### config.mk
export PLATFORM = sky130hd
export DESIGN_NAME = humidity_temp_frame_decoder
export DESIGN_NICKNAME = d
export VERILOG_FILES = /design/src/htfd_pkg.sv /design/src/htfd_frame.sv /design/src/htfd_conv.sv /design/src/humidity_temp_frame_decoder.sv
export SDC_FILE = /design/constraint.sdc
export NUM_CORES = 1
export LEC_CHECK = 0
export BUFFER_PORTS_ARGS = -buffer_cell sky130_fd_sc_hd__clkbuf_2
export CAP_MARGIN = 20
export CORE_AREA = 2 2 217 219
export CTS_CLUSTER_DIAMETER = 30
export DETAILED_ROUTE_END_ITERATION = 16
export DIE_AREA = 0 0 219 221
export GPL_TIMING_DRIVEN = 0
export PLACE_DENSITY_LB_ADDON = 0.08
export SETUP_SLACK_MARGIN = 0.2
export SYNTH_ARGS = -nofsm -noshare
export SYNTH_HDL_FRONTEND = slang
export SYNTH_SLANG_ARGS = --single-unit
### constraint.sdc
create_clock -name clk_i -period 5.8 [get_ports clk_i]
set_input_delay 0 -clock clk_i [delete_from_list [all_inputs] [get_ports clk_i]]
set_output_delay 0 -clock clk_i [all_outputs]
set_load 0.005 [all_outputs]
### src/htfd_pkg.sv
// Shared types, constants and the CRC-8 step for the sensor frame decoder.
`default_nettype none
package htfd_pkg;

  localparam logic [7:0]  CrcInit    = 8'hFF;
  localparam logic [7:0]  CrcPoly    = 8'h31;

  // byte positions within one six-byte frame
  localparam logic [2:0]  PosTempHi  = 3'd0;
  localparam logic [2:0]  PosTempLo  = 3'd1;
  localparam logic [2:0]  PosTempCrc = 3'd2;
  localparam logic [2:0]  PosHumHi   = 3'd3;
  localparam logic [2:0]  PosHumLo   = 3'd4;
  localparam logic [2:0]  PosHumCrc  = 3'd5;

  localparam logic [14:0] TempScale  = 15'd17500;
  localparam logic [13:0] HumScale   = 14'd10000;
  localparam logic [14:0] TempOffset = 15'd4500;
  // in-range limits on the unscaled quotient: -40.00 and 125.00 degrees
  localparam logic [14:0] TempLowQ   = 15'd500;
  localparam logic [14:0] TempHighQ  = 15'd17000;

  typedef struct packed {
    logic [15:0] temp_word;
    logic [15:0] hum_word;
    logic        temp_ok;
    logic        hum_ok;
  } frame_t;

  typedef struct packed {
    logic              in_range;
    logic              hum_crc_ok;
    logic              temp_crc_ok;
    logic [13:0]       humidity_centi;
    logic signed [14:0] temperature_centi;
  } result_t;

  // one byte of CRC-8, MSB first, poly 0x31
  function automatic logic [7:0] crc8_byte(input logic [7:0] crc, input logic [7:0] data);
    logic [7:0] c;
    c = crc ^ data;
    for (int b = 0; b < 8; b++) begin
      if (c[7]) begin
        c = {c[6:0], 1'b0} ^ CrcPoly;
      end else begin
        c = {c[6:0], 1'b0};
      end
    end
    return c;
  endfunction

endpackage
`default_nettype wire

### src/htfd_frame.sv
// Input register, byte position tracking, word assembly and CRC checking.
`default_nettype none
module htfd_frame (
  input  wire logic            clk_i,
  input  wire logic            rst_ni,
  input  wire logic            in_valid_i,
  input  wire logic [7:0]      in_byte_i,
  input  wire logic            in_start_i,
  output logic                 in_ready_o,
  output logic                 out_valid_o,
  input  wire logic            out_ready_i,
  output htfd_pkg::frame_t     out_o
);
  import htfd_pkg::*;

  logic        a_v_q;
  logic [7:0]  a_byte_q;
  logic        a_start_q;
  logic        b_v_q;
  frame_t      b_q;

  logic [2:0]  pos_q, pos_d, pos;
  logic [7:0]  crc_q, crc_d;
  logic [15:0] temp_q, temp_d;
  logic [15:0] hum_q, hum_d;
  logic        tok_q, tok_d;
  logic        done;
  logic        en_b;
  logic        consume;

  assign en_b       = !b_v_q || out_ready_i;
  assign consume    = a_v_q && en_b;
  assign in_ready_o = !a_v_q || en_b;

  always_ff @(posedge clk_i or negedge rst_ni) begin
    if (!rst_ni) begin
      a_v_q <= 1'b0;
    end else if (in_ready_o) begin
      a_v_q <= in_valid_i;
    end
  end

  always_ff @(posedge clk_i) begin
    if (in_ready_o && in_valid_i) begin
      a_byte_q  <= in_byte_i;
      a_start_q <= in_start_i;
    end
  end

  always_comb begin
    pos    = (a_start_q || pos_q > PosHumCrc) ? PosTempHi : pos_q;
    pos_d  = pos + 3'd1;
    crc_d  = crc_q;
    temp_d = temp_q;
    hum_d  = hum_q;
    tok_d  = tok_q;
    done   = 1'b0;
    case (pos)
      PosTempHi: begin
        temp_d = {a_byte_q, 8'h00};
        crc_d  = crc8_byte(CrcInit, a_byte_q);
      end
      PosTempLo: begin
        temp_d = {temp_q[15:8], a_byte_q};
        crc_d  = crc8_byte(crc_q, a_byte_q);
      end
      PosTempCrc: begin
        tok_d = (crc_q == a_byte_q);
      end
      PosHumHi: begin
        hum_d = {a_byte_q, 8'h00};
        crc_d = crc8_byte(CrcInit, a_byte_q);
      end
      PosHumLo: begin
        hum_d = {hum_q[15:8], a_byte_q};
        crc_d = crc8_byte(crc_q, a_byte_q);
      end
      default: begin
        done  = 1'b1;
        pos_d = PosTempHi;
      end
    endcase
  end

  always_ff @(posedge clk_i or negedge rst_ni) begin
    if (!rst_ni) begin
      pos_q  <= PosTempHi;
      crc_q  <= CrcInit;
      temp_q <= 16'h0000;
      hum_q  <= 16'h0000;
      tok_q  <= 1'b0;
    end else if (consume) begin
      pos_q  <= pos_d;
      crc_q  <= crc_d;
      temp_q <= temp_d;
      hum_q  <= hum_d;
      tok_q  <= tok_d;
    end
  end

  always_ff @(posedge clk_i or negedge rst_ni) begin
    if (!rst_ni) begin
      b_v_q <= 1'b0;
    end else if (en_b) begin
      b_v_q <= consume && done;
    end
  end

  always_ff @(posedge clk_i) begin
    if (consume && done) begin
      b_q.temp_word <= temp_q;
      b_q.hum_word  <= hum_q;
      b_q.temp_ok   <= tok_q;
      b_q.hum_ok    <= (crc_q == a_byte_q);
    end
  end

  assign out_valid_o = b_v_q;
  assign out_o       = b_q;

`ifndef SYNTH
  a_pos_bound: assert property (@(posedge clk_i) disable iff (!rst_ni)
    pos_q <= PosHumCrc) else $error("byte position out of frame");
  a_done_issues: assert property (@(posedge clk_i) disable iff (!rst_ni)
    consume && done |=> b_v_q) else $error("frame end gave no result");
  a_b_hold: assert property (@(posedge clk_i) disable iff (!rst_ni)
    b_v_q && !out_ready_i |=> b_v_q && $stable(b_q)) else $error("stalled frame lost");
`endif

endmodule
`default_nettype wire

### src/htfd_conv.sv
// Scaling of the raw words to hundredths, range check and output register.
`default_nettype none
module htfd_conv (
  input  wire logic            clk_i,
  input  wire logic            rst_ni,
  input  wire logic            in_valid_i,
  input  wire htfd_pkg::frame_t in_i,
  output logic                 in_ready_o,
  output logic                 out_valid_o,
  input  wire logic            out_ready_i,
  output htfd_pkg::result_t    out_o
);
  import htfd_pkg::*;

  logic        c_v_q;
  logic [30:0] tprod_q;
  logic [29:0] hprod_q;
  logic        tok_q, hok_q;
  logic        o_v_q;
  result_t     o_q;

  logic        en_c, en_o;
  logic [31:0] t_sum;
  logic [30:0] h_sum;
  logic [14:0] t_quo;
  logic [13:0] h_quo;

  assign en_o       = !o_v_q || out_ready_i;
  assign en_c       = !c_v_q || en_o;
  assign in_ready_o = en_c;

  always_ff @(posedge clk_i or negedge rst_ni) begin
    if (!rst_ni) begin
      c_v_q <= 1'b0;
    end else if (en_c) begin
      c_v_q <= in_valid_i;
    end
  end

  always_ff @(posedge clk_i) begin
    if (en_c && in_valid_i) begin
      tprod_q <= 31'(in_i.temp_word) * 31'(TempScale);
      hprod_q <= 30'(in_i.hum_word) * 30'(HumScale);
      tok_q   <= in_i.temp_ok;
      hok_q   <= in_i.hum_ok;
    end
  end

  // floor(x / 65535) = (x + (x >> 16) + 1) >> 16 while the quotient stays below 65536
  assign t_sum = {1'b0, tprod_q} + 32'(tprod_q[30:16]) + 32'd1;
  assign h_sum = {1'b0, hprod_q} + 31'(hprod_q[29:16]) + 31'd1;
  assign t_quo = t_sum[30:16];
  assign h_quo = h_sum[29:16];

  always_ff @(posedge clk_i or negedge rst_ni) begin
    if (!rst_ni) begin
      o_v_q <= 1'b0;
    end else if (en_o) begin
      o_v_q <= c_v_q;
    end
  end

  always_ff @(posedge clk_i) begin
    if (en_o && c_v_q) begin
      o_q.temperature_centi <= $signed(t_quo - TempOffset);
      o_q.humidity_centi    <= h_quo;
      o_q.temp_crc_ok       <= tok_q;
      o_q.hum_crc_ok        <= hok_q;
      o_q.in_range          <= (t_quo >= TempLowQ) && (t_quo <= TempHighQ);
    end
  end

  assign out_valid_o = o_v_q;
  assign out_o       = o_q;

`ifndef SYNTH
  a_c_hold: assert property (@(posedge clk_i) disable iff (!rst_ni)
    c_v_q && !en_o |=> c_v_q && $stable(tprod_q) && $stable(hprod_q))
    else $error("product stage lost while stalled");
`endif

endmodule
`default_nettype wire

### src/humidity_temp_frame_decoder.sv
// Top level of the humidity/temperature sensor frame decoder.
//
//  channel  dir  tdata (low bit up)                                   tuser
//  s_axis   in   data_byte[7:0]                                       frame_start
//  m_axis   out  temperature_centi[14:0] humidity_centi[28:15]        -
//                temp_crc_ok[29] hum_crc_ok[30] in_range[31]
//
// One byte is taken every cycle unless a stall holds s_axis_tready low; the sixth
// byte of a frame yields one item. The result is offered once that byte has passed
// the input register, frame register, product register and output register.
// Reset is asynchronous and active low; it clears the frame state and valids.
// A stall on m_axis fills the stages behind it one by one before s_axis_tready drops.
`default_nettype none
module humidity_temp_frame_decoder (
  input  wire logic        clk_i,
  input  wire logic        rst_ni,
  input  wire logic        s_axis_tvalid,
  output logic             s_axis_tready,
  input  wire logic [7:0]  s_axis_tdata,   // data_byte
  input  wire logic        s_axis_tuser,   // frame_start
  output logic             m_axis_tvalid,
  input  wire logic        m_axis_tready,
  output logic [31:0]      m_axis_tdata    // temperature_centi, humidity_centi,
                                           // temp_crc_ok, hum_crc_ok, in_range
);
  import htfd_pkg::*;

  frame_t  frame;
  logic    frame_valid;
  logic    frame_ready;
  result_t result;

  htfd_frame u_frame (
    .clk_i       (clk_i),
    .rst_ni      (rst_ni),
    .in_valid_i  (s_axis_tvalid),
    .in_byte_i   (s_axis_tdata),
    .in_start_i  (s_axis_tuser),
    .in_ready_o  (s_axis_tready),
    .out_valid_o (frame_valid),
    .out_ready_i (frame_ready),
    .out_o       (frame)
  );

  htfd_conv u_conv (
    .clk_i       (clk_i),
    .rst_ni      (rst_ni),
    .in_valid_i  (frame_valid),
    .in_i        (frame),
    .in_ready_o  (frame_ready),
    .out_valid_o (m_axis_tvalid),
    .out_ready_i (m_axis_tready),
    .out_o       (result)
  );

  assign m_axis_tdata = {result.in_range, result.hum_crc_ok, result.temp_crc_ok,
                         result.humidity_centi, result.temperature_centi};

endmodule
`default_nettype wire
### Word level (Yosys, flattened, before mapping)

Cells that the tools add are included.

* logic and storage cells: 166
* bits of input ports: 13
* register bits after elaboration: 180

* $add $sub $neg: 6
* bitwise logic cells: 34
* mux-type cells: 64
* $mul: 2
* magnitude comparators: 3
* reduce and logical (&&, ||, !) cells: 26
* eq/ne operators: 5

Operators with widths (count)
* 8-bit 2-to-1 mux: 28
* 6-bit 2-to-1 mux: 30
* 3-bit inverter: 30
* 16-bit one-hot mux with 2 select lines: 2
* 8-bit one-hot mux with 4 select lines: 1
* 31-bit by 1-bit adder with 31-bit output (second input constant): 1
* 31-bit by 15-bit adder with 31-bit output: 1
* 30-bit by 1-bit adder with 30-bit output (second input constant): 1
* 30-bit by 14-bit adder with 30-bit output: 1
* 16-bit by 13-bit multiplier with 29-bit output (second input constant): 1
* 16-bit by 10-bit multiplier with 26-bit output (second input constant): 1
* 15-bit by 9-bit greater-or-equal comparator with 1-bit output (second input constant): 1
* 15-bit less-or-equal comparator (second input constant): 1
* 15-bit by 13-bit subtractor with 15-bit output (second input constant): 1
* 8-bit == test: 1
* 8-bit inverter: 1
* 2-bit AND reduction: 4
* 8-bit bitwise XOR: 1
* 3-bit by 2-bit == test with 1-bit output (second input constant): 2
* 1-bit logical AND: 6
* 3-bit 2-to-1 mux: 2
* 3-bit AND reduction: 2
* 1-bit logical OR: 5
* 5-bit OR reduction: 1
* 10 further kinds: 15

### Logic depth before layout (Yosys ltp)

Gate-level depths: netlist (run 1).

* word-level depth: 26
* mapped depth: 21

### Hierarchy

A second synthesis (run 1) with hierarchy kept.

* cell total of the unflattened synthesis: 1187
* area total of the unflattened synthesis: 13671.9 um^2

By module, submodules not included
* htfd_conv: area each 9947.0 um^2, cells an instance 928, times used 1
* htfd_frame: area each 3724.8 um^2, cells an instance 259, times used 1

### Worst setup path before layout (run 1)

No wires, ideal clock.

* path kind: reg-to-reg
* start point: reg u_frame.b_q (netlist bit u_frame.out_o[29])
* end point: reg u_conv.tprod_q[29], data pin
* arrival: 4651 ps
* clock period less this slack: 4820 ps
* buffers on the path: 0
* path slack: 980 ps
* stages on the path, launching flop included: 20
* data required time: 5631 ps
* cell sequence: edfxtp_1 > ha_1 > inv_1 > fa_1 > inv_1 > ha_1 > fa_1 > inv_1 > fa_1 > inv_1 > ha_1 > a21o_1 > nor3_1 > o21ai_2 > a31oi_4 > o211ai_2 > a221oi_4 > o21ai_2 > a41o_1 > o31ai_1

* cells in the longest elaborated chain, start to end: 1

RTL lines
* start, declared: RTL line htfd_frame.sv:20 `frame_t b_q;`
* 16-bit by 13-bit multiplier with 29-bit output: RTL line htfd_conv.sv:42 `tprod_q <= 31'(in_i.temp_word) * 31'(TempScale);`
* end signal, assigned: RTL line htfd_conv.sv:42
* end, declared: RTL line htfd_conv.sv:16 `logic [30:0] tprod_q;`

No other way between the ends.
A chain may end at the register's enable or synchronous reset.

### Worst setup path after layout (run 1)

* start point: reg u_frame.b_q (netlist bit u_frame.out_o[6])
* end point: reg u_conv.hprod_q[29], data pin

* cells in the longest elaborated chain, start to end: 1

RTL lines
* 16-bit by 10-bit multiplier with 26-bit output: RTL line htfd_conv.sv:43 `hprod_q <= 30'(in_i.hum_word) * 30'(HumScale);`
* end signal, assigned: RTL line htfd_conv.sv:43
* end, declared: RTL line htfd_conv.sv:17 `logic [29:0] hprod_q;`

No other way between the ends.

==> report_table.html, run 1 <==
<table>
<tr><th>Metric</th><th>Value</th></tr>
<tr><th colspan="2">GRT</th></tr>
<tr><td>Antenna violations before repair</td><td>0</td></tr>
<tr><td>Overflow left after global routing</td><td>0</td></tr>
<tr><td>Largest net degree at the start of global routing</td><td>58</td></tr>
<tr><td>All-layer global routing usage</td><td>0.129</td></tr>
<tr><td>First-pass GRT wire length</td><td>a little under 50000 um</td></tr>
<tr><td>Vias in the first global route</td><td>slightly below 9000</td></tr>
<tr><th colspan="2">STA</th></tr>
<tr><td>Setup repair after global routing missed its margin</td><td>true</td></tr>
<tr><td>Count of final setup violators</td><td>0</td></tr>
<tr><td>Worst rel slew slack</td><td>0.431</td></tr>
<tr><td>Hold Worst Slack</td><td>approximately 0.086 ns</td></tr>
<tr><td>Final Max Slew Viols</td><td>0</td></tr>
<tr><td>Post-Route Skew</td><td>about 0.018 ns</td></tr>
<tr><td>Hold Vio Cnt, Final</td><td>0</td></tr>
<tr><td>Post-layout min period</td><td>between 5 and 6 ns</td></tr>
<tr><td>Peak clock frequency supported by timing</td><td>between 150 and 200 MHz</td></tr>
<tr><td>Measured slew at the worst slew-check pin</td><td>~0.85 ns</td></tr>
<tr><td>Final setup TNS</td><td>0 ns</td></tr>
<tr><td>Share of the clock period used by the worst path</td><td>0.911</td></tr>
<tr><th colspan="2">Clock tree</th></tr>
<tr><td>CTS tree</td><td>built</td></tr>
<tr><td>Clock-pin slew on the worst setup and hold paths</td><td>0.09 ns</td></tr>
<tr><td>Number of buffers inserted to repair setup after CTS</td><td>0</td></tr>
<tr><td>H-tree depth reported by CTS</td><td>4</td></tr>
<tr><td>Maximum root-to-sink buffer count</td><td>2</td></tr>
<tr><td>Clk Latency, worst-skew pair</td><td>0.49 ns</td></tr>
<tr><td>Master cell of the clock root buffer</td><td>sky130_fd_sc_hd__clkbuf_16</td></tr>
<tr><td>Number of CTS-inserted buffers</td><td>17</td></tr>
<tr><td>Sinks on the clock net</td><td>180</td></tr>
<tr><th colspan="2">Layout</th></tr>
<tr><td>Most common cell after layout, fill and taps aside</td><td>sky130_fd_sc_hd__inv_1</td></tr>
<tr><td>Non-Filler Cell Area, Final</td><td>15600 um2</td></tr>
<tr><td># fillers</td><td>~4700</td></tr>
<tr><td>Non-filler instance count after layout</td><td>roughly 1900</td></tr>
<tr><td>Area added between synthesis and finish</td><td>13.4%</td></tr>
<tr><td>Antenna diode count</td><td>0</td></tr>
<tr><td>Number of nets in the layout</td><td>between 1500 and 2000</td></tr>
<tr><td>Fraction of layout instances using a drive strength above 1</td><td>0.0998</td></tr>
<tr><td>Most used cells in the layout excluding fill and tap cells</td><td>sky130_fd_sc_hd__inv_1 (227), sky130_fd_sc_hd__ha_1 (199), sky130_fd_sc_hd__edfxtp_1 (132)</td></tr>
<tr><th colspan="2">Logic synthesis</th></tr>
<tr><td>Post-synthesis cell area</td><td>around 14000 um2</td></tr>
<tr><td>Share of synthesized registers carrying an async set or reset</td><td>0.267</td></tr>
<tr><td>Count of synthesis-stage warnings from yosys</td><td>0</td></tr>
<tr><td>Post-Synthesis Net Count</td><td>1530</td></tr>
<tr><td>Count of state elements after synthesis</td><td>180</td></tr>
<tr><td>Dominant register cell in the synthesized netlist</td><td>sky130_fd_sc_hd__edfxtp_1</td></tr>
<tr><td>Post-Syn Area per Cell</td><td>roughly 11 um2</td></tr>
<tr><td>Number of unique standard cell types used by synthesis</td><td>66</td></tr>
<tr><td>Cells after synthesis</td><td>between 1000 and 1500</td></tr>
<tr><td>Share of synthesized area occupied by flip-flops and latches</td><td>0.377</td></tr>
<tr><td>EDFF count, synth</td><td>132</td></tr>
<tr><th colspan="2">Floorplanning</th></tr>
<tr><td>Core region area</td><td>around 46000 um2</td></tr>
<tr><td>Die area</td><td>48400 um2</td></tr>
<tr><td>Vertical die dimension</td><td>about 220 um</td></tr>
<tr><td>Count of boundary I/O pins</td><td>47</td></tr>
<tr><td>Number of core rows</td><td>between 70 and 80</td></tr>
<tr><td>Die X</td><td>between 200 and 250 um</td></tr>
<tr><td>Starting density of the core</td><td>0.298</td></tr>
<tr><th colspan="2">Placed design</th></tr>
<tr><td>Placed cell count</td><td>between 1500 and 2000</td></tr>
<tr><td>Port Buf Inserts</td><td>46</td></tr>
<tr><td>DP Area</td><td>about 15000 um2</td></tr>
<tr><td>Post-detail-place hpwl</td><td>between 20000 and 25000 um</td></tr>
<tr><td>Final GP Congestion</td><td>between 0.7 and 0.8</td></tr>
<tr><th colspan="2">Setup path</th></tr>
<tr><td>Category of the worst setup path capture point</td><td>register</td></tr>
<tr><td>Kind of start point of the critical path</td><td>register</td></tr>
<tr><td>Maximum fanout along the worst path</td><td>5</td></tr>
<tr><td>Required time at the worst-slack endpoint</td><td>approximately 6.0 ns</td></tr>
<tr><td>Critical path class</td><td>register to register</td></tr>
<tr><td>Critical Path AT</td><td>5.52 ns</td></tr>
<tr><td>Worst Reg-to-Reg Cells</td><td>21</td></tr>
<tr><th colspan="2">Detailed routing</th></tr>
<tr><td>Number of antenna-violating nets in the routed design</td><td>0</td></tr>
<tr><td>Avg WL per Cell</td><td>roughly 15 um</td></tr>
<tr><td>DRC violations left</td><td>0</td></tr>
<tr><td>Total vias in the final route</td><td>8568</td></tr>
<tr><td>First drt pass iteration count</td><td>4</td></tr>
<tr><td>Via-per-instance ratio</td><td>4.42</td></tr>
<tr><td>Number of design-rule violations left by the first detailed-router iteration</td><td>around 360</td></tr>
<tr><td>Final routed wirelength across all metal layers</td><td>29200 um</td></tr>
<tr><th colspan="2">Job</th></tr>
<tr><td>Max-cap violations</td><td>0</td></tr>
<tr><th colspan="2">Power</th></tr>
<tr><td>Pwr/cell area</td><td>374 nW/um2</td></tr>
<tr><td>Peak VDD IR</td><td>0.202 mV</td></tr>
<tr><td>Overall power of the completed layout</td><td>5.82 mW</td></tr>
<tr><td>Leakage power</td><td>roughly 7.1 nW</td></tr>
<tr><th colspan="2">Min path</th></tr>
<tr><td>Worst Hold Class</td><td>input pin to asynchronous set/reset pin</td></tr>
<tr><th colspan="2">Run status</th></tr>
<tr><td>Run status</td><td>finished clean</td></tr>
</table>
## routing by layer
| layer | part of all wire | GRT usage |
|---|---|---|
| met5 | 0 | 0 |
| met4 | 0.012 | 0.0416 |
| met3 | 0.023 | 0.0265 |
| met2 | 0.44 | 0.199 |
| met1 | 0.52 | 0.181 |
## synthesized netlist by cell type (all sizes together), types with 4 or more instances
cell    number  area (um2)
dfrtp       40        1000
edfxtp     132        3960
nor2        49         184
nor3        18        90.1
and2         7        43.8
a211oi       9        67.6
mux2        17         191
nor2b       10        62.6
nand3       22         110
a21o        15         113
nand2       60         225
clkbuf      13        48.8
inv        227         852
buf          5        25.0
nor4         4        25.0
nand4       13        81.3
a21oi       47         239
dfstp        8         210
a22o        17         149
a31oi        8        71.3
and3         7        43.8
xnor2       73         639
nand2b      10        62.6
o21ai       51         267
xor2        30         263
o21bai       7        52.6
ha         199        2490
fa          80        1600
o211ai       6        50.1
o21a        10        76.3
o41ai        4        61.3
## metrics by stage
stage	util	setup slack, ns
finish	0.338	0.515
detailed placement	0.321	0.412
global route	0.338	0.178
floorplan	-	0.980
CTS	0.338	0.369
global placement	0.319	0.405
## critical path: stages, from the launching register on
cell	delay [ns]
sky130_fd_sc_hd__edfxtp_1	0.48
sky130_fd_sc_hd__inv_1	0.16
sky130_fd_sc_hd__fa_1	0.55
sky130_fd_sc_hd__inv_1	0.04
sky130_fd_sc_hd__ha_1	0.26
sky130_fd_sc_hd__inv_1	0.05
sky130_fd_sc_hd__fa_1	0.53
sky130_fd_sc_hd__inv_1	0.05
sky130_fd_sc_hd__ha_1	0.27
sky130_fd_sc_hd__inv_1	0.05
sky130_fd_sc_hd__fa_1	0.50
sky130_fd_sc_hd__inv_1	0.04
sky130_fd_sc_hd__ha_1	0.35
sky130_fd_sc_hd__nand3_1	0.13
sky130_fd_sc_hd__o2111ai_1	0.16
sky130_fd_sc_hd__a31o_2	0.27
sky130_fd_sc_hd__a21oi_1	0.26
sky130_fd_sc_hd__nand2b_1	0.17
sky130_fd_sc_hd__a21oi_1	0.09
sky130_fd_sc_hd__a211oi_2	0.31
sky130_fd_sc_hd__a21oi_1	0.14
sky130_fd_sc_hd__xor2_1	0.15
## repair_timing
action,in CTS,in global routing
hold buffers,13,0
hold endpoints to repair,50,0
setup endpoints to repair,0,2
gates resized for setup,0,2
## kinds of logic after synthesis
| logic type | count (synthesis) | synth area share |
|---|---|---|
| AOI/OAI and AO/OA | 199 | 0.102 |
| muxes | 17 | 0.0140 |
| buffers and inverters | 245 | 0.0675 |
| DFF | 180 | 0.377 |
| and+or+nand+nor | 215 | 0.0756 |
| adders and majority gates | 279 | 0.298 |
| xor gates and xnor gates | 103 | 0.0657 |
## final cells by class
| type | count | area [um2] | share of cell area |
|---|---|---|---|
| sequential | 180 | 5170 | 0.333 |
| inverter | 227 | 852 | 0.0548 |
| tap | 607 | 759 | 0.0488 |
| clock inverter | 15 | 208 | 0.0133 |
| multi-input combinational | 813 | 7650 | 0.491 |
| clock buffer | 17 | 425 | 0.0273 |
| timing repair buffer | 62 | 420 | 0.0270 |
| buffer | 18 | 73.8 | 0.00474 |
## power breakdown
part           switching, mW  internal, mW
clock                  0.651         0.603
combinational           1.50          1.21
sequential             0.126          1.74
## flip-flops by register name (all words and copies together) (netlist names), 3 cells and up
signal	count
u_conv.hprod_q	26
u_conv.out_o	32
u_conv.tprod_q	29
u_frame.a_byte_q	8
u_frame.crc_q	8
u_frame.hum_q	16
u_frame.out_o	34
u_frame.pos_q	3
u_frame.temp_q	16
## final timing paths
path	start	end	slack, ns
max in group asynchronous	rst_ni	u_frame.crc_q[0]	5.06
min in group clk_i	s_axis_tdata[7]	u_frame.a_byte_q[7]	0.22
worst max-delay path	u_frame.out_o[6]	u_conv.hprod_q[29]	0.51
worst min register to register	u_frame.out_o[1]	u_conv.tok_q	0.41
worst min-delay path	rst_ni	u_frame.pos_q[0]	0.09
worst max register to register	u_frame.out_o[6]	u_conv.hprod_q[29]	0.51
(Power assumes the default switching activity.)
==> run 2: changes to the inputs <==
PLACE_DENSITY = 0.45   (was not set)
PLACE_DENSITY_LB_ADDON = not set   (was 0.08)
REMOVE_ABC_BUFFERS = 1   (was not set)
==> report_table.html, run 2 (synthesis gave the netlist of run 1 again) <==
<table>
<tr><th>Metric</th><th>Value</th></tr>
<tr><th colspan="2">Run status</th></tr>
<tr><td>Run status</td><td>finished clean</td></tr>
<tr><th colspan="2">GRT</th></tr>
<tr><td>Overflow left after global routing</td><td>0 (unchanged)</td></tr>
<tr><td>Largest net degree at the start of global routing</td><td>31 (-47%)</td></tr>
<tr><td>Antenna violations before repair</td><td>0 (unchanged)</td></tr>
<tr><td>Vias in the first global route</td><td>8775 (-1.8%)</td></tr>
<tr><td>First-pass GRT wire length</td><td>45300 um (-6.1%)</td></tr>
<tr><td>All-layer global routing usage</td><td>0.120 (-0.00887)</td></tr>
<tr><th colspan="2">STA</th></tr>
<tr><td>Share of the clock period used by the worst path</td><td>0.913 (+0.00217)</td></tr>
<tr><td>Final setup TNS</td><td>0 ns (unchanged)</td></tr>
<tr><td>Count of final setup violators</td><td>0 (unchanged)</td></tr>
<tr><td>Worst rel slew slack</td><td>0.458 (+0.0273)</td></tr>
<tr><td>Measured slew at the worst slew-check pin</td><td>0.813 ns (-0.0410 ns)</td></tr>
<tr><td>Setup repair after global routing missed its margin</td><td>false</td></tr>
<tr><td>Peak clock frequency supported by timing</td><td>189 MHz (-0.24%)</td></tr>
<tr><td>Post-Route Skew</td><td>0.0147 ns (-0.00356 ns)</td></tr>
<tr><td>Hold Vio Cnt, Final</td><td>0 (unchanged)</td></tr>
<tr><td>Post-route setup slack</td><td>0.502 ns (-0.0126 ns)</td></tr>
<tr><td>Final Max Slew Viols</td><td>0 (unchanged)</td></tr>
<tr><td>Post-layout min period</td><td>5.30 ns (+0.0126 ns)</td></tr>
<tr><th colspan="2">Floorplanning</th></tr>
<tr><td>Starting density of the core</td><td>0.298 (unchanged)</td></tr>
<tr><td>Core region area</td><td>46100 um2 (unchanged)</td></tr>
<tr><td>Die area</td><td>48400 um2 (unchanged)</td></tr>
<tr><td>Number of core rows</td><td>79 (unchanged)</td></tr>
<tr><td>Count of boundary I/O pins</td><td>47 (unchanged)</td></tr>
<tr><td>Vertical die dimension</td><td>221 um (unchanged)</td></tr>
<tr><td>Die X</td><td>219 um (unchanged)</td></tr>
<tr><th colspan="2">Detailed routing</th></tr>
<tr><td>Met3 layer wire length in the routed design</td><td>917 um (+35%)</td></tr>
<tr><td>Total vias in the final route</td><td>8610 (+0.49%)</td></tr>
<tr><td>First drt pass iteration count</td><td>4 (unchanged)</td></tr>
<tr><td>Number of design-rule violations left by the first detailed-router iteration</td><td>307 (-14%)</td></tr>
<tr><td>Number of antenna-violating nets in the routed design</td><td>0 (unchanged)</td></tr>
<tr><td>Met2 wire length</td><td>12300 um (-5.1%)</td></tr>
<tr><td>Final routed wirelength across all metal layers</td><td>27200 um (-6.8%)</td></tr>
<tr><td>Top routing layer used</td><td>met4</td></tr>
<tr><td>DRC violations left</td><td>0 (unchanged)</td></tr>
<tr><td>Sum of routed wire segments on met1</td><td>13600 um (-11%)</td></tr>
<tr><td>Via-per-instance ratio</td><td>4.47 (+1.2%)</td></tr>
<tr><td>Avg WL per Cell</td><td>14.1 um (-6.2%)</td></tr>
<tr><th colspan="2">Clock tree</th></tr>
<tr><td>Clock-pin slew on the worst setup and hold paths</td><td>0.07 ns (-0.02 ns)</td></tr>
<tr><td>CTS tree</td><td>built</td></tr>
<tr><td>Clk Latency, worst-skew pair</td><td>0.47 ns (-0.02 ns)</td></tr>
<tr><td>Sinks on the clock net</td><td>180 (unchanged)</td></tr>
<tr><td>Maximum root-to-sink buffer count</td><td>2 (unchanged)</td></tr>
<tr><td>Number of CTS-inserted buffers</td><td>17 (unchanged)</td></tr>
<tr><td>Master cell of the clock root buffer</td><td>sky130_fd_sc_hd__clkbuf_16</td></tr>
<tr><td>H-tree depth reported by CTS</td><td>4 (unchanged)</td></tr>
<tr><th colspan="2">Setup path</th></tr>
<tr><td>Source of the worst register-to-register timing path</td><td>u_frame.out_o[30]</td></tr>
<tr><td>Ordered list of cells on the worst path</td><td>ha_1 -&gt; inv_1 -&gt; fa_1 -&gt; inv_1 -&gt; ha_1 -&gt; fa_1 -&gt; inv_1 -&gt; fa_1 -&gt; inv_1 -&gt; ha_1 -&gt; a21o_1 -&gt; nor3_1 -&gt; o21ai_2 -&gt; a31oi_4 -&gt; o211ai_2 -&gt; a221oi_4 -&gt; o21ai_2 -&gt; a41o_1 -&gt; o31ai_1</td></tr>
<tr><td>Critical Path AT</td><td>5.56 ns (+0.04 ns)</td></tr>
<tr><td>Family with the most delay on the worst path</td><td>adder cells</td></tr>
<tr><td>Standard cell with the maximum stage delay on the critical path</td><td>sky130_fd_sc_hd__fa_1</td></tr>
<tr><td>Stage delay of the slowest cell on the critical path</td><td>0.53 ns (-0.02 ns)</td></tr>
<tr><td>Worst path buffer plus inverter count</td><td>4 (-2)</td></tr>
<tr><td>Category of the worst setup path capture point</td><td>register</td></tr>
<tr><td>Kind of start point of the critical path</td><td>register</td></tr>
<tr><td>Critical path class</td><td>register to register</td></tr>
<tr><td>End of the worst register-to-register path</td><td>u_conv.tprod_q[29]</td></tr>
<tr><td>Maximum fanout along the worst path</td><td>5 (unchanged)</td></tr>
<tr><td>Register-to-Register Setup Slack</td><td>0.50 ns (about the same)</td></tr>
<tr><td>Worst Reg-to-Reg Cells</td><td>19 (-9.5%)</td></tr>
<tr><td>Most used cell, CP</td><td>sky130_fd_sc_hd__inv_1</td></tr>
<tr><td>Required time at the worst-slack endpoint</td><td>6.07 ns (+0.03 ns)</td></tr>
<tr><td>Number of stages on the worst setup path</td><td>19 (-9.5%)</td></tr>
<tr><th colspan="2">Min path</th></tr>
<tr><td>Worst Hold Class</td><td>input pin to asynchronous set/reset pin</td></tr>
<tr><th colspan="2">Layout</th></tr>
<tr><td>Number of nets in the layout</td><td>1598 (-0.81%)</td></tr>
<tr><td>Area used by sequential logic in the layout</td><td>5170 um2 (unchanged)</td></tr>
<tr><td>Multi-input gate area</td><td>7650 um2 (about the same)</td></tr>
<tr><td>Most common cell after layout, fill and taps aside</td><td>sky130_fd_sc_hd__inv_1</td></tr>
<tr><td>Non-filler instance count after layout</td><td>1926 (-0.67%)</td></tr>
<tr><td>Non-Filler Cell Area, Final</td><td>15600 um2 (about the same)</td></tr>
<tr><td>Most used cells in the layout excluding fill and tap cells</td><td>sky130_fd_sc_hd__inv_1 (227), sky130_fd_sc_hd__ha_1 (199), sky130_fd_sc_hd__edfxtp_1 (132)</td></tr>
<tr><td>Area added between synthesis and finish</td><td>13.4% (about the same)</td></tr>
<tr><td>Max reg flops</td><td>34 (unchanged)</td></tr>
<tr><td>Antenna diode count</td><td>0 (unchanged)</td></tr>
<tr><td># fillers</td><td>4695 (-0.78%)</td></tr>
<tr><td>Fraction of layout instances using a drive strength above 1</td><td>0.101 (+0.000984)</td></tr>
<tr><th colspan="2">Power</th></tr>
<tr><td>Pwr/cell area</td><td>371 nW/um2 (-0.77%)</td></tr>
<tr><td>Proportion of power drawn by the clock network</td><td>0.217 (+0.002)</td></tr>
<tr><td>Peak VDD IR</td><td>0.271 mV (+34%)</td></tr>
<tr><td>Logic pwr share</td><td>0.453 (-0.012)</td></tr>
<tr><td>Reg power frac</td><td>0.330 (+0.010)</td></tr>
<tr><td>Switching part of the total power</td><td>0.376 (-0.0150)</td></tr>
<tr><td>P_int</td><td>3.61 mW (+1.7%)</td></tr>
<tr><td>Leakage power</td><td>7.06 nW (about the same)</td></tr>
<tr><td>Net load switching power</td><td>2.17 mW (-4.5%)</td></tr>
<tr><th colspan="2">Placed design</th></tr>
<tr><td>Final GP Congestion</td><td>0.751 (+0.59%)</td></tr>
<tr><td>Placed cell count</td><td>1878 (-0.84%)</td></tr>
<tr><td>Port Buf Inserts</td><td>46 (unchanged)</td></tr>
<tr><td>Worst Setup Slack post-DPL</td><td>0.443 ns (+0.0310 ns)</td></tr>
<tr><td>Post-detail-place hpwl</td><td>21900 um (-5.3%)</td></tr>
<tr><td>DP Area</td><td>14800 um2 (-0.22%)</td></tr>
<tr><th colspan="2">Job</th></tr>
<tr><td>Max-cap violations</td><td>0 (unchanged)</td></tr>
</table>
==> run 2: cell types whose count changed in the layout (fill, tap and decap cells not counted), moves of 2 or more <==
cell	before	now
sky130_fd_sc_hd__buf_2	5	0
sky130_fd_sc_hd__clkbuf_16	17	19
sky130_fd_sc_hd__inv_6	1	3
sky130_fd_sc_hd__buf_16	0	2
sky130_fd_sc_hd__inv_12	3	1
sky130_fd_sc_hd__inv_8	5	2
sky130_fd_sc_hd__buf_4	0	4
sky130_fd_sc_hd__clkbuf_1	13	0
==> run 2: final cells by class <==
cell class | instances | share of cell area
sequential | 180 | 0.332
inverter | 227 | 0.0547
clock buffer | 19 | 0.0305
multi-input combinational | 813 | 0.491
clock inverter | 13 | 0.0111
timing repair buffer | 67 | 0.0312
tap | 607 | 0.0488
==> run 2: worst max-delay path by stage <==
stage / from / end
after floorplan: u_frame.out_o[29] / u_conv.tprod_q[29]
after global placement: u_frame.out_o[29] / u_conv.tprod_q[29]
after detailed placement: u_frame.out_o[29] / u_conv.tprod_q[29]
after CTS: u_frame.out_o[29] / u_conv.tprod_q[29]
after global routing: u_frame.out_o[7] / u_conv.hprod_q[28]
final: u_frame.out_o[30] / u_conv.tprod_q[29]
==> run 2: power by group through the flow <==
stage	clock (mW)	combinational (mW)	sequential [mW]
global placement	0	2.61	1.94
finish	1.25	2.62	1.91
floorplan	0	2.11	1.88
detailed placement	0	2.63	1.94
CTS	1.31	2.66	1.91
global route	1.35	3.05	1.94
==> run 2: worst register-to-register path: cells and delay by family, from the launching register on <==
family / cells / cell delay (ns)
fa+ha+maj: 6 / 2.51
compound gates: 8 / 1.70
flops: 1 / 0.50
simple gates: 1 / 0.19
buf+inv: 4 / 0.18
==> run 2: timing repair <==
| item | in CTS | in global routing |
|---|---|---|
| resized for setup | 0 | 2 |
| endpoints found under the setup margin | 0 | 3 |
| setup buffers | 0 | 3 |
| endpoints found under the hold margin | 34 | 0 |
| hold buffers | 13 | 0 |
==> run 2: layer usage <==
layer,vias to the layer above,global-route usage
met2,64,0.187
li1,4373,-
met5,-,0
met1,4148,0.165
met4,0,0.0338
met3,25,0.0304
==> run 2: through the flow <==
| step | total power [mW] | utilization | hold WS (ns) |
|---|---|---|---|
| finish | 5.78 | 0.338 | 0.149 |
| global route | 6.34 | 0.338 | 0.195 |
| CTS | 5.88 | 0.337 | 0.140 |
| detailed placement | 4.57 | 0.320 | 0.144 |
| global placement | 4.55 | 0.318 | 0.179 |
| floorplan | 3.99 | - | -0.296 |
==> run 3: changes to the inputs <==
SYNTH_HIERARCHICAL = 1   (was not set)
==> report_table.html, run 3 <==
<table>
<tr><th>Metric</th><th>Value</th></tr>
<tr><th colspan="2">Clock tree</th></tr>
<tr><td>H-tree depth reported by CTS</td><td>4 (unchanged)</td></tr>
<tr><td>Master cell of the clock root buffer</td><td>sky130_fd_sc_hd__clkbuf_16</td></tr>
<tr><td>Clk Latency, worst-skew pair</td><td>0.45 ns (-0.02 ns)</td></tr>
<tr><td>Sinks on the clock net</td><td>180 (unchanged)</td></tr>
<tr><td>CTS tree</td><td>built</td></tr>
<tr><td>Number of CTS-inserted buffers</td><td>17 (unchanged)</td></tr>
<tr><td>Maximum root-to-sink buffer count</td><td>2 (unchanged)</td></tr>
<tr><td>Clock-pin slew on the worst setup and hold paths</td><td>0.08 ns (about the same)</td></tr>
<tr><th colspan="2">Power</th></tr>
<tr><td>P_int</td><td>2.57 mW (-29%)</td></tr>
<tr><td>Logic pwr share</td><td>0.207 (-0.246)</td></tr>
<tr><td>Leakage power</td><td>6.99 nW (-1.1%)</td></tr>
<tr><td>Peak VDD IR</td><td>0.173 mV (-36%)</td></tr>
<tr><td>Proportion of power drawn by the clock network</td><td>0.328 (+0.111)</td></tr>
<tr><td>Reg power frac</td><td>0.465 (+0.135)</td></tr>
<tr><td>Pwr/cell area</td><td>234 nW/um2 (-37%)</td></tr>
<tr><td>Net load switching power</td><td>1.05 mW (-52%)</td></tr>
<tr><td>Switching part of the total power</td><td>0.290 (-0.0858)</td></tr>
<tr><th colspan="2">Floorplanning</th></tr>
<tr><td>Vertical die dimension</td><td>221 um (unchanged)</td></tr>
<tr><td>Count of boundary I/O pins</td><td>47 (unchanged)</td></tr>
<tr><td>Starting density of the core</td><td>0.297 (-0.00109)</td></tr>
<tr><td>Die area</td><td>48400 um2 (unchanged)</td></tr>
<tr><td>Number of core rows</td><td>79 (unchanged)</td></tr>
<tr><td>Die X</td><td>219 um (unchanged)</td></tr>
<tr><td>Core region area</td><td>46100 um2 (unchanged)</td></tr>
<tr><th colspan="2">Layout</th></tr>
<tr><td>Fraction of layout instances using a drive strength above 1</td><td>0.122 (+0.0212)</td></tr>
<tr><td># fillers</td><td>4651 (-0.94%)</td></tr>
<tr><td>Final core area utilization</td><td>0.336 (-0.00225)</td></tr>
<tr><td>Max reg flops</td><td>34 (unchanged)</td></tr>
<tr><td>Most common cell after layout, fill and taps aside</td><td>sky130_fd_sc_hd__inv_1</td></tr>
<tr><td>Area added between synthesis and finish</td><td>13.1%</td></tr>
<tr><td>Most used cells in the layout excluding fill and tap cells</td><td>sky130_fd_sc_hd__inv_1 (202), sky130_fd_sc_hd__ha_1 (199), sky130_fd_sc_hd__edfxtp_1 (132)</td></tr>
<tr><td>Number of nets in the layout</td><td>1549 (-3.1%)</td></tr>
<tr><td>Antenna diode count</td><td>0 (unchanged)</td></tr>
<tr><td>Non-filler instance count after layout</td><td>1877 (-2.5%)</td></tr>
<tr><th colspan="2">Logic synthesis</th></tr>
<tr><td>Biggest area contributors in the synthesized netlist</td><td>sky130_fd_sc_hd__edfxtp_1 (29%), sky130_fd_sc_hd__ha_1 (18%), sky130_fd_sc_hd__fa_1 (12%)</td></tr>
<tr><td>Fraction of synthesized cell area taken by the top area cell type</td><td>0.290 (+0.00106)</td></tr>
<tr><td>Most used standard cell by instance count after synthesis</td><td>sky130_fd_sc_hd__inv_1</td></tr>
<tr><td>Share of synthesized registers carrying an async set or reset</td><td>0.267 (unchanged)</td></tr>
<tr><td>Cells after synthesis</td><td>1187 (-4.1%)</td></tr>
<tr><td>Post-Syn Area per Cell</td><td>11.5 um2 (+3.9%)</td></tr>
<tr><td>Dominant register cell in the synthesized netlist</td><td>sky130_fd_sc_hd__edfxtp_1</td></tr>
<tr><td>Number of unique standard cell types used by synthesis</td><td>80 (+21%)</td></tr>
<tr><td>Count of state elements after synthesis</td><td>180 (unchanged)</td></tr>
<tr><td>Count of synthesis-stage warnings from yosys</td><td>6 (+6)</td></tr>
<tr><td>Top cells by count, synth</td><td>sky130_fd_sc_hd__inv_1 (202), sky130_fd_sc_hd__ha_1 (199), sky130_fd_sc_hd__edfxtp_1 (132)</td></tr>
<tr><td>Share of synthesized area occupied by flip-flops and latches</td><td>0.379 (+0.00138)</td></tr>
<tr><td>Cell taking the most area after synthesis</td><td>sky130_fd_sc_hd__edfxtp_1</td></tr>
<tr><td>EDFF count, synth</td><td>132 (unchanged)</td></tr>
<tr><td>Post-synthesis cell area</td><td>13700 um2 (-0.36%)</td></tr>
<tr><th colspan="2">STA</th></tr>
<tr><td>Setup repair after global routing missed its margin</td><td>true</td></tr>
<tr><td>Worst rel slew slack</td><td>0.559 (+0.101)</td></tr>
<tr><td>Count of final setup violators</td><td>0 (unchanged)</td></tr>
<tr><td>Final setup TNS</td><td>0 ns (unchanged)</td></tr>
<tr><td>Peak clock frequency supported by timing</td><td>188 MHz (-0.29%)</td></tr>
<tr><td>Post-layout min period</td><td>5.31 ns (+0.0155 ns)</td></tr>
<tr><td>Share of the clock period used by the worst path</td><td>0.916 (+0.00267)</td></tr>
<tr><td>Measured slew at the worst slew-check pin</td><td>0.657 ns (-0.156 ns)</td></tr>
<tr><td>Post-Route Skew</td><td>0.0120 ns (-0.00270 ns)</td></tr>
<tr><td>Hold Vio Cnt, Final</td><td>0 (unchanged)</td></tr>
<tr><td>Final Max Slew Viols</td><td>0 (unchanged)</td></tr>
<tr><th colspan="2">Setup path</th></tr>
<tr><td>Required time at the worst-slack endpoint</td><td>6.00 ns (-0.07 ns)</td></tr>
<tr><td>Family with the most delay on the worst path</td><td>adder cells</td></tr>
<tr><td>Standard cell with the maximum stage delay on the critical path</td><td>sky130_fd_sc_hd__edfxtp_1</td></tr>
<tr><td>Kind of start point of the critical path</td><td>register</td></tr>
<tr><td>Most used cell, CP</td><td>sky130_fd_sc_hd__inv_1</td></tr>
<tr><td>Critical Path AT</td><td>5.52 ns (-0.04 ns)</td></tr>
<tr><td>Stage delay of the slowest cell on the critical path</td><td>0.52 ns (about the same)</td></tr>
<tr><td>Maximum fanout along the worst path</td><td>6 (+1)</td></tr>
<tr><td>Category of the worst setup path capture point</td><td>register</td></tr>
<tr><td>Ordered list of cells on the worst path</td><td>inv_1 -&gt; fa_1 -&gt; inv_1 -&gt; ha_1 -&gt; fa_1 -&gt; ha_1 -&gt; inv_1 -&gt; fa_1 -&gt; inv_1 -&gt; ha_1 -&gt; and3_1 -&gt; nor4b_1 -&gt; o41ai_2 -&gt; a21oi_1 -&gt; nor4_1 -&gt; o31ai_1 -&gt; nor2_1 -&gt; a21oi_1 -&gt; xor2_1</td></tr>
<tr><td>Critical path class</td><td>register to register</td></tr>
<tr><td>Worst path buffer plus inverter count</td><td>4 (unchanged)</td></tr>
<tr><th colspan="2">Placed design</th></tr>
<tr><td>Port Buf Inserts</td><td>46 (unchanged)</td></tr>
<tr><td>Final GP Congestion</td><td>0.796 (+6.0%)</td></tr>
<tr><td>Placed cell count</td><td>1829 (-2.6%)</td></tr>
<tr><td>Post-detail-place hpwl</td><td>22300 um (+1.6%)</td></tr>
<tr><th colspan="2">Job</th></tr>
<tr><td>Max-cap violations</td><td>0 (unchanged)</td></tr>
<tr><th colspan="2">GRT</th></tr>
<tr><td>Antenna violations before repair</td><td>0 (unchanged)</td></tr>
<tr><td>Overflow left after global routing</td><td>0 (unchanged)</td></tr>
<tr><td>Vias in the first global route</td><td>8632 (-1.6%)</td></tr>
<tr><td>First-pass GRT wire length</td><td>45800 um (+1.2%)</td></tr>
<tr><td>Largest net degree at the start of global routing</td><td>43 (+39%)</td></tr>
<tr><td>All-layer global routing usage</td><td>0.121 (+0.000378)</td></tr>
<tr><th colspan="2">Detailed routing</th></tr>
<tr><td>First drt pass iteration count</td><td>6 (+2)</td></tr>
<tr><td>DRC violations left</td><td>0 (unchanged)</td></tr>
<tr><td>Number of design-rule violations left by the first detailed-router iteration</td><td>325 (+5.9%)</td></tr>
<tr><td>Final routed wirelength across all metal layers</td><td>27400 um (+0.80%)</td></tr>
<tr><td>Total vias in the final route</td><td>8368 (-2.8%)</td></tr>
<tr><td>Via-per-instance ratio</td><td>4.46 (-0.27%)</td></tr>
<tr><td>Number of antenna-violating nets in the routed design</td><td>0 (unchanged)</td></tr>
<tr><td>Avg WL per Cell</td><td>14.6 um (+3.4%)</td></tr>
<tr><th colspan="2">Min path</th></tr>
<tr><td>Worst Hold Class</td><td>input pin to asynchronous set/reset pin</td></tr>
<tr><th colspan="2">Run status</th></tr>
<tr><td>Run status</td><td>finished clean</td></tr>
</table>
-- run 3: what timing repair did --
item,CTS,global route
hold buffers,12,0
resized for setup,0,4
hold endpoints to repair,59,0
setup endpoints to repair,0,7
setup buffers,0,4
-- run 3: metrics by stage --
| stage | power (mW) | area [um2] | setup slack [ns] | hold slack, ns |
|---|---|---|---|---|
| final | 3.61 | 15500 | 0.487 | 0.0190 |
| after global placement | 2.44 | 14600 | 0.279 | 0.179 |
| after global routing | 3.83 | 15500 | 0.183 | 0.0514 |
| after CTS | 3.67 | 15400 | 0.255 | 0.0155 |
| after floorplan | 2.27 | 13600 | 0.978 | -0.296 |
| after detailed placement | 2.45 | 14700 | 0.288 | -0.0103 |
-- run 3: logic make-up after synthesis --
group / Yosys count / share of synthesized area
muxes: 20 / 0.0166
and+or+nand+nor: 194 / 0.0734
xor gates and xnor gates: 108 / 0.0723
buffers and inverters: 220 / 0.0617
DFF: 180 / 0.379
adders and majority gates: 279 / 0.299
AOI/OAI and AO/OA: 186 / 0.0983
-- run 3: layout make-up --
type / count / area [um2] / area share
multi-input combinational: 787 / 7690 / 0.497
sequential: 180 / 5170 / 0.335
inverter: 203 / 762 / 0.0493
tap: 607 / 759 / 0.0491
timing repair buffer: 68 / 470 / 0.0304
clock buffer: 17 / 425 / 0.0275
clock inverter: 15 / 183 / 0.0118
-- run 3: worst register-to-register path: cells and delay by family (launching register included) --
family / cells / cell delay (ns)
AND/OR/NAND/NOR: 4 / 0.85
buffers and inverters: 4 / 0.28
flip-flops: 1 / 0.52
XOR/XNOR: 1 / 0.14
adder cells (fa/ha/maj): 6 / 2.46
AO/OA/AOI/OAI: 4 / 0.82
-- run 3: final timing paths --
kind | startpoint | endpoint | slack (ns) | cells past startpoint
max | u_frame/out_o[10] | u_conv/hprod_q[29] | 0.49 | 19
min | rst_ni | u_frame/pos_q[0] | 0.02 | 2
max reg2reg | u_frame/out_o[10] | u_conv/hprod_q[29] | 0.49 | 19
min reg2reg | u_frame/out_o[0] | u_conv/hok_q | 0.42 | 0
max in group asynchronous | rst_ni | u_frame/crc_q[2] | 5.19 | 3
min in group clk_i | s_axis_tdata[5] | u_frame/a_byte_q[5] | 0.26 | 2
-- run 3: routing by layer --
layer	up-vias	track usage	share of wire
li1	4239	-	-
met1	4019	0.167	0.50
met4	0	0.0384	0.019
met2	84	0.189	0.46
met3	26	0.0221	0.023
met5	-	0	0
-- run 3: power by group through the flow --
stage | logic [mW] | registers (mW) | clock network, mW
after global routing | 0.851 | 1.70 | 1.28
after floorplan | 0.613 | 1.66 | 0
after CTS | 0.756 | 1.68 | 1.23
final | 0.749 | 1.68 | 1.19
after detailed placement | 0.744 | 1.71 | 0
after global placement | 0.732 | 1.71 | 0
